`config.mk`:
```
export PLATFORM = sky130hd
export DESIGN_NAME = cau_queue
export DESIGN_NICKNAME = d
export VERILOG_FILES = /design/src/rtl/assert_macros.svh /design/src/rtl/cau_pkg.sv /design/src/rtl/cau_queue.sv
export SDC_FILE = /design/constraint.sdc
export NUM_CORES = 1
export LEC_CHECK = 0
export BUFFER_PORTS_ARGS = -buffer_cell sky130_fd_sc_hd__buf_2
export CAP_MARGIN = 20
export CORE_AREA = 2 2 111 194
export CTS_CLUSTER_SIZE = 12
export DETAILED_ROUTE_END_ITERATION = 6
export DIE_AREA = 0 0 113 196
export MAX_ROUTING_LAYER = met4
export PLACE_DENSITY = 0.73
export SLEW_MARGIN = 0
export SYNTH_ARGS = -nofsm -noshare
export SYNTH_HDL_FRONTEND = slang
export SYNTH_SLANG_ARGS = --single-unit
```
`constraint.sdc`:
```
create_clock -name clk -period 16.1 [get_ports clk]
set_input_delay 3.22 -clock clk [delete_from_list [all_inputs] [get_ports clk]]
set_output_delay 3.22 -clock clk [all_outputs]
set_load 0.01 [all_outputs]
```
`src/rtl/assert_macros.svh`:
```
// Assertion helpers; each expects clk and rst_n in scope.
`ifndef ASSERT_MACROS_SVH
`define ASSERT_MACROS_SVH

// Same-cycle implication.
`define CAU_ASSERT_IMP(lbl, ante, cons) \
  lbl: assert property (@(posedge clk) disable iff (!rst_n) (ante) |-> (cons)) \
    else $error("assertion failed");

// Next-cycle implication.
`define CAU_ASSERT_NXT(lbl, ante, cons) \
  lbl: assert property (@(posedge clk) disable iff (!rst_n) (ante) |=> (cons)) \
    else $error("assertion failed");

`endif

```
`src/rtl/cau_pkg.sv`:
```
// ----------------------------------------------------------------------------
// cau_pkg
// Types, codes and helpers shared by the complex arithmetic unit.
// ----------------------------------------------------------------------------
package cau_pkg;

  localparam int FRAC_BITS_DEF   = 16;
  localparam int QUEUE_DEPTH_DEF = 2;

  typedef enum logic [2:0] {
    ACT_ADD, ACT_SUB, ACT_MUL, ACT_DIV, ACT_MAG, ACT_NEG, ACT_INC, ACT_DEC
  } action_t;

  typedef enum logic [1:0] {
    KIND_SIMPLE, KIND_MUL, KIND_DIV, KIND_MAG
  } kind_t;

  localparam logic [1:0] STAT_OK   = 2'd0;
  localparam logic [1:0] STAT_SAT  = 2'd1;
  localparam logic [1:0] STAT_DIVZ = 2'd2;

  typedef enum logic [2:0] {
    ST_IDLE, ST_PROD, ST_SUM, ST_PREP, ST_DIV, ST_SQRT, ST_FIN
  } bstate_t;

  typedef struct packed {
    action_t            action;
    kind_t              kind;
    logic signed [31:0] a_re;
    logic signed [31:0] a_im;
    logic signed [31:0] b_re;
    logic signed [31:0] b_im;
  } item_t;

  typedef struct packed {
    logic  valid;
    item_t item;
  } qport_t;

  function automatic kind_t classify(action_t act);
    kind_t k;
    unique case (act)
      ACT_MUL: k = KIND_MUL;
      ACT_DIV: k = KIND_DIV;
      ACT_MAG: k = KIND_MAG;
      default: k = KIND_SIMPLE;
    endcase
    return k;
  endfunction

endpackage

```
`src/rtl/cau_queue.sv`:
```
// ----------------------------------------------------------------------------
// cau_queue
// Short FIFO between the front and the back.
// ----------------------------------------------------------------------------
module cau_queue #(
  parameter int DEPTH = cau_pkg::QUEUE_DEPTH_DEF
) (
  input  logic            clk,
  input  logic            rst_n,
  input  cau_pkg::qport_t push,
  input  logic            pop,
  output cau_pkg::qport_t head,
  output logic            full
);

  localparam int AW = (DEPTH > 1) ? $clog2(DEPTH) : 1;
  localparam int CW = $clog2(DEPTH + 1);

  cau_pkg::item_t mem_r [DEPTH];
  logic [AW-1:0]  wp_r, rp_r;
  logic [CW-1:0]  cnt_r;
  logic           do_push, do_pop;

  assign full       = (cnt_r == CW'(DEPTH));
  assign head.valid = (cnt_r != '0);
  assign head.item  = mem_r[rp_r];
  assign do_push    = push.valid && !full;
  assign do_pop     = pop && head.valid;

  function automatic logic [AW-1:0] wrap_inc(logic [AW-1:0] p);
    return (p == AW'(DEPTH - 1)) ? '0 : p + 1'b1;
  endfunction

  always_ff @(posedge clk) begin
    if (do_push) begin
      mem_r[wp_r] <= push.item;
    end
  end

  always_ff @(posedge clk) begin
    if (!rst_n) begin
      wp_r  <= '0;
      rp_r  <= '0;
      cnt_r <= '0;
    end else begin
      if (do_push) wp_r <= wrap_inc(wp_r);
      if (do_pop)  rp_r <= wrap_inc(rp_r);
      if (do_push && !do_pop)      cnt_r <= cnt_r + 1'b1;
      else if (do_pop && !do_push) cnt_r <= cnt_r - 1'b1;
    end
  end

endmodule

```
# Yosys cells after proc, flatten, opt, wreduce, memory -nomap -nowiden
# Memories as Yosys holds them, arrays and structs flattened. A register that Yosys moved wholly into a read port is not among the register bits.
# Index checks and enable logic that the tools add are counted.
# classes
mux	8
add_sub_neg	4
eq_ne	1
n_reduce_logical	9
# op_table
operator	n
$mux 1	6
$logic_and 1x1->1	4
$mux 2	2
$reduce_bool 2->1	2
$logic_not 1->1	3
$add 1x1->1 const B	2
$add 2x1->2 const B	1
$eq 2x2->1 const B	1
$sub 2x1->2 const B	1
# totals
word_cells	26
reg_bits	4
in_bits	137
mem_count	1
mem_bits_rw	266
out_inout_bits	135
# memory_table
memory	words	word_bits	read_ports	rd_clocked_by_memory_dff	write_ports	line	source
mem_r	2	133	1	1	1	cau_queue.sv:19	cau_pkg::item_t mem_r [DEPTH];

# Logic depth before layout (Yosys ltp)
# logic_depth
ltp_word	7
ltp_mapped	7

# Least setup slack after synthesis
# No wires, ideal clock.
# synth_timing
kind	input-to-reg
start	input port push[133] (netlist bit)
end	memory mem_r[0][0] (netlist bit), enable pin
path_slack_ns	7.074
n_path_buf	0
stages	2
required_time_ns	15.497
arrival_ns	8.423
setup_ns	0.603
cell_sequence	inv_1 -> nor3_2
# synth_between
elab_chain_len	3
# synth_lines
element	line	source
from (decl)	cau_queue.sv:10	input cau_pkg::qport_t push,
$logic_and 1x1->1	cau_queue.sv:27	assign do_push = push.valid && !full;
$mux 1	cau_queue.sv:35	if (do_push) begin
$mux 1 (not written as such)	cau_queue.sv:36	mem_r[wp_r] <= push.item;
to (decl)	cau_queue.sv:19	
# No other way between the ends.

==> key figures <==
Timing
  • Final worst-path cycle share: 0.3544
  • Fmax: 175.3 MHz
  • Slew Limit Fails: 0
  • Setup_tns: 0 ns
  • Slew margin rel.: 0.2855
  • Crit path time final: 5.706 ns
  • Tightest Pin Transition: 1.072 ns
  • Clock Skew: 0.01144 ns
  • RSZ-0062 raised after global routing: no
  • Final setup violation count: 0
  • Fin Hold WS: 0.5353 ns
  • Fin. Hold Viols: 0

Finish
  • Design area: 12480 µm²
  • Area grow syn2layout: 23.34%
  • Area of the multi-input gates: 1901 µm²
  • FF/Latch Area: 8092 µm²
  • Share of post-route cells with drive strength above 1: 0.5949
  • # fillers: 1528
  • NumNets Final: 867

Synthesis
  • Most frequent cell after synthesis: edfxtp_1
  • Post-Syn Nets: 577
  • EDFF count, synth: 266
  • Synth Area per Inst: 23.04 µm²
  • Post-synth ARST share: 0
  • Main area contributors after synthesis: edfxtp_1 79%, mux2_4 10%, mux2_2 7.0%
  • Gate count after technology mapping: 439
  • Yosys top cell by area: edfxtp_1
  • Synth Warn #: 0
  • Post-synthesis cell type count: 22
  • #FFs+latches synth: 271
  • Synth Cell Area: 10120 µm²
  • Yosys top cell area share: 0.7896
  • Most common flop cell mapped by yosys: edfxtp_1
  • Seq/Total Area, Yosys: 0.7995
  • Post-synth top cells: 266 x edfxtp_1, 70 x mux2_4, 63 x mux2_2

Die
  • I/O pins: 272
  • Die area: 22150 µm²
  • Die X: 113 µm
  • Rows: 70
  • Starting density of the core: 0.4894
  • Die height: 196 µm
  • Core box area: 20670 µm²

Clocking
  • Inserted Clock Buffers: 27
  • Root Driver: clkbuf_16
  • Worst-path clk slew: 0.06 ns
  • Clock Path Buffers: 3
  • CTS tree: yes
  • Cts repair resizes: 0
  • CTS Hold Bufs: 0
  • CTS Sinks: 271
  • Htree depth: 1
  • Worst-Skew Late Latency: 0.51 ns
  • Postcts setup bufs: 0

GRT
  • First-pass GRT wire length: 28.78 mm
  • Largest net degree at the start of global routing: 73
  • Initial antenna violation count: 3
  • GR Overflow Total: 0
  • Vias in the first global route: 5433
  • Gr usage total: 0.1743

Drt
  • Pre-Repair DR Iteration Count: 6
  • Total Wirelength: 19.65 mm
  • Per-cell routed wire length: 19.69 µm
  • Routed via count: 5038
  • Initial DRC Count: 270
  • Final ANT Viol Nets: 0
  • Vias/cell: 5.048
  • Residual DRC: 16

Placed design
  • PortBufs: 271
  • GP Congestion: 0.7971
  • Post-DP Area: 11700 µm²
  • HPWL after DPL: 13.34 mm

Critical path
  • Worst setup SP type: flip-flop
  • Required @ worst endpoint: 12.88 ns
  • Setup slack, reg-to-reg: 13.39 ns
  • CP endpoint kind: output pin
  • Crit path kind: flip-flop to output pin
  • Crit path DAT: 2.49 ns
  • CP max FO: 67

Hold path
  • HP Class: flip-flop to flip-flop

Pwr
  • LEAKAGE: 4.775 nW
  • Pwr Density: 157.3 nW/µm²
  • Peak VDD IR: 113.3 µV

Run status
  • Failing checks: DRC
  • Outcome: finished with violations

Run
  • Max cap viols: 0
## worst paths after layout
kind / endpoint / depth (start not counted) / startpoint
setup / recovery: head[122] / 3 / flip-flop
setup reg to reg: mem_r[1][77] / 3 / cnt_r[0]
hold / removal: cnt_r[1] / 2 / cnt_r[1]
hold reg to reg: cnt_r[1] / 2 / cnt_r[1]
## registers in the layout (all words and copies together), names as in the netlist, named ones only
signal,cells
cnt_r,2
mem_r,266
rp_r,1
wp_r,1
## critical path, cell delays in order (launching register included)
cell and delay (ns):
dfxtp_4 0.51, buf_4 0.82, mux2_2 0.42, buf_2 0.14
## layout by cell type (no fill, tap or decap), types with 2 or more instances in the layout
| master | n |
|---|---|
| clkbuf_16 | 27 |
| mux2_2 | 63 |
| buf_2 | 271 |
| clkbuf_1 | 12 |
| mux2_4 | 70 |
| clkinv_1 | 2 |
| xnor2_1 | 2 |
| buf_4 | 4 |
| inv_1 | 2 |
| and2_1 | 3 |
| diode_2 | 3 |
| edfxtp_1 | 266 |
| dfxtp_1 | 4 |
## cells by family after synthesis
group / share of synthesized area
adders and majority gates: 0.001237
DFF: 0.7995
muxes: 0.1740
buffers and inverters: 0.01373
AOI/OAI and AO/OA: 0.003216
and+or+nand+nor: 0.005691
xor gates and xnor gates: 0.002598
## stage by stage
stage                     worst slack, ns  power (mW)    util  instances
after floorplan                     7.074       1.283       -        439
final                               10.39       1.963  0.6036        998
after global placement              10.29       1.431  0.5661        951
after CTS                           9.661       1.985  0.6019        994
after detailed placement            10.19       1.448  0.5661        951
after global routing                10.27       2.045  0.6036        998
## routing by layer
layer	up-vias	track usage	routed length, µm
li1	2319	-	-
met1	2463	0.1719	6442
met2	198	0.3218	11090
met3	58	0.03460	1259
met4	0	0.08311	858
met5	-	-	0
## cell type report
class                   count  share of cell area
flip-flops and latches    271              0.6485
multi-input cells         151              0.1523
repair buffers            276              0.1133
clock buffers              39             0.05776
well taps                 252             0.02527
clock inverters             4            0.001604
inverters                   2           0.0006017
diodes                      3           0.0006017
## power breakdown
| group | leakage (nW) | total (mW) | switching, mW | internal [mW] |
|---|---|---|---|---|
| combinational | 1.90 | 0.506 | 0.256 | 0.250 |
| clock | 0.354 | 0.536 | 0.229 | 0.306 |
| sequential | 2.53 | 0.921 | 0.0321 | 0.889 |
| total | 4.78 | 1.96 | 0.517 | 1.45 |
Note: power is estimated with default switching activity, not from simulation.
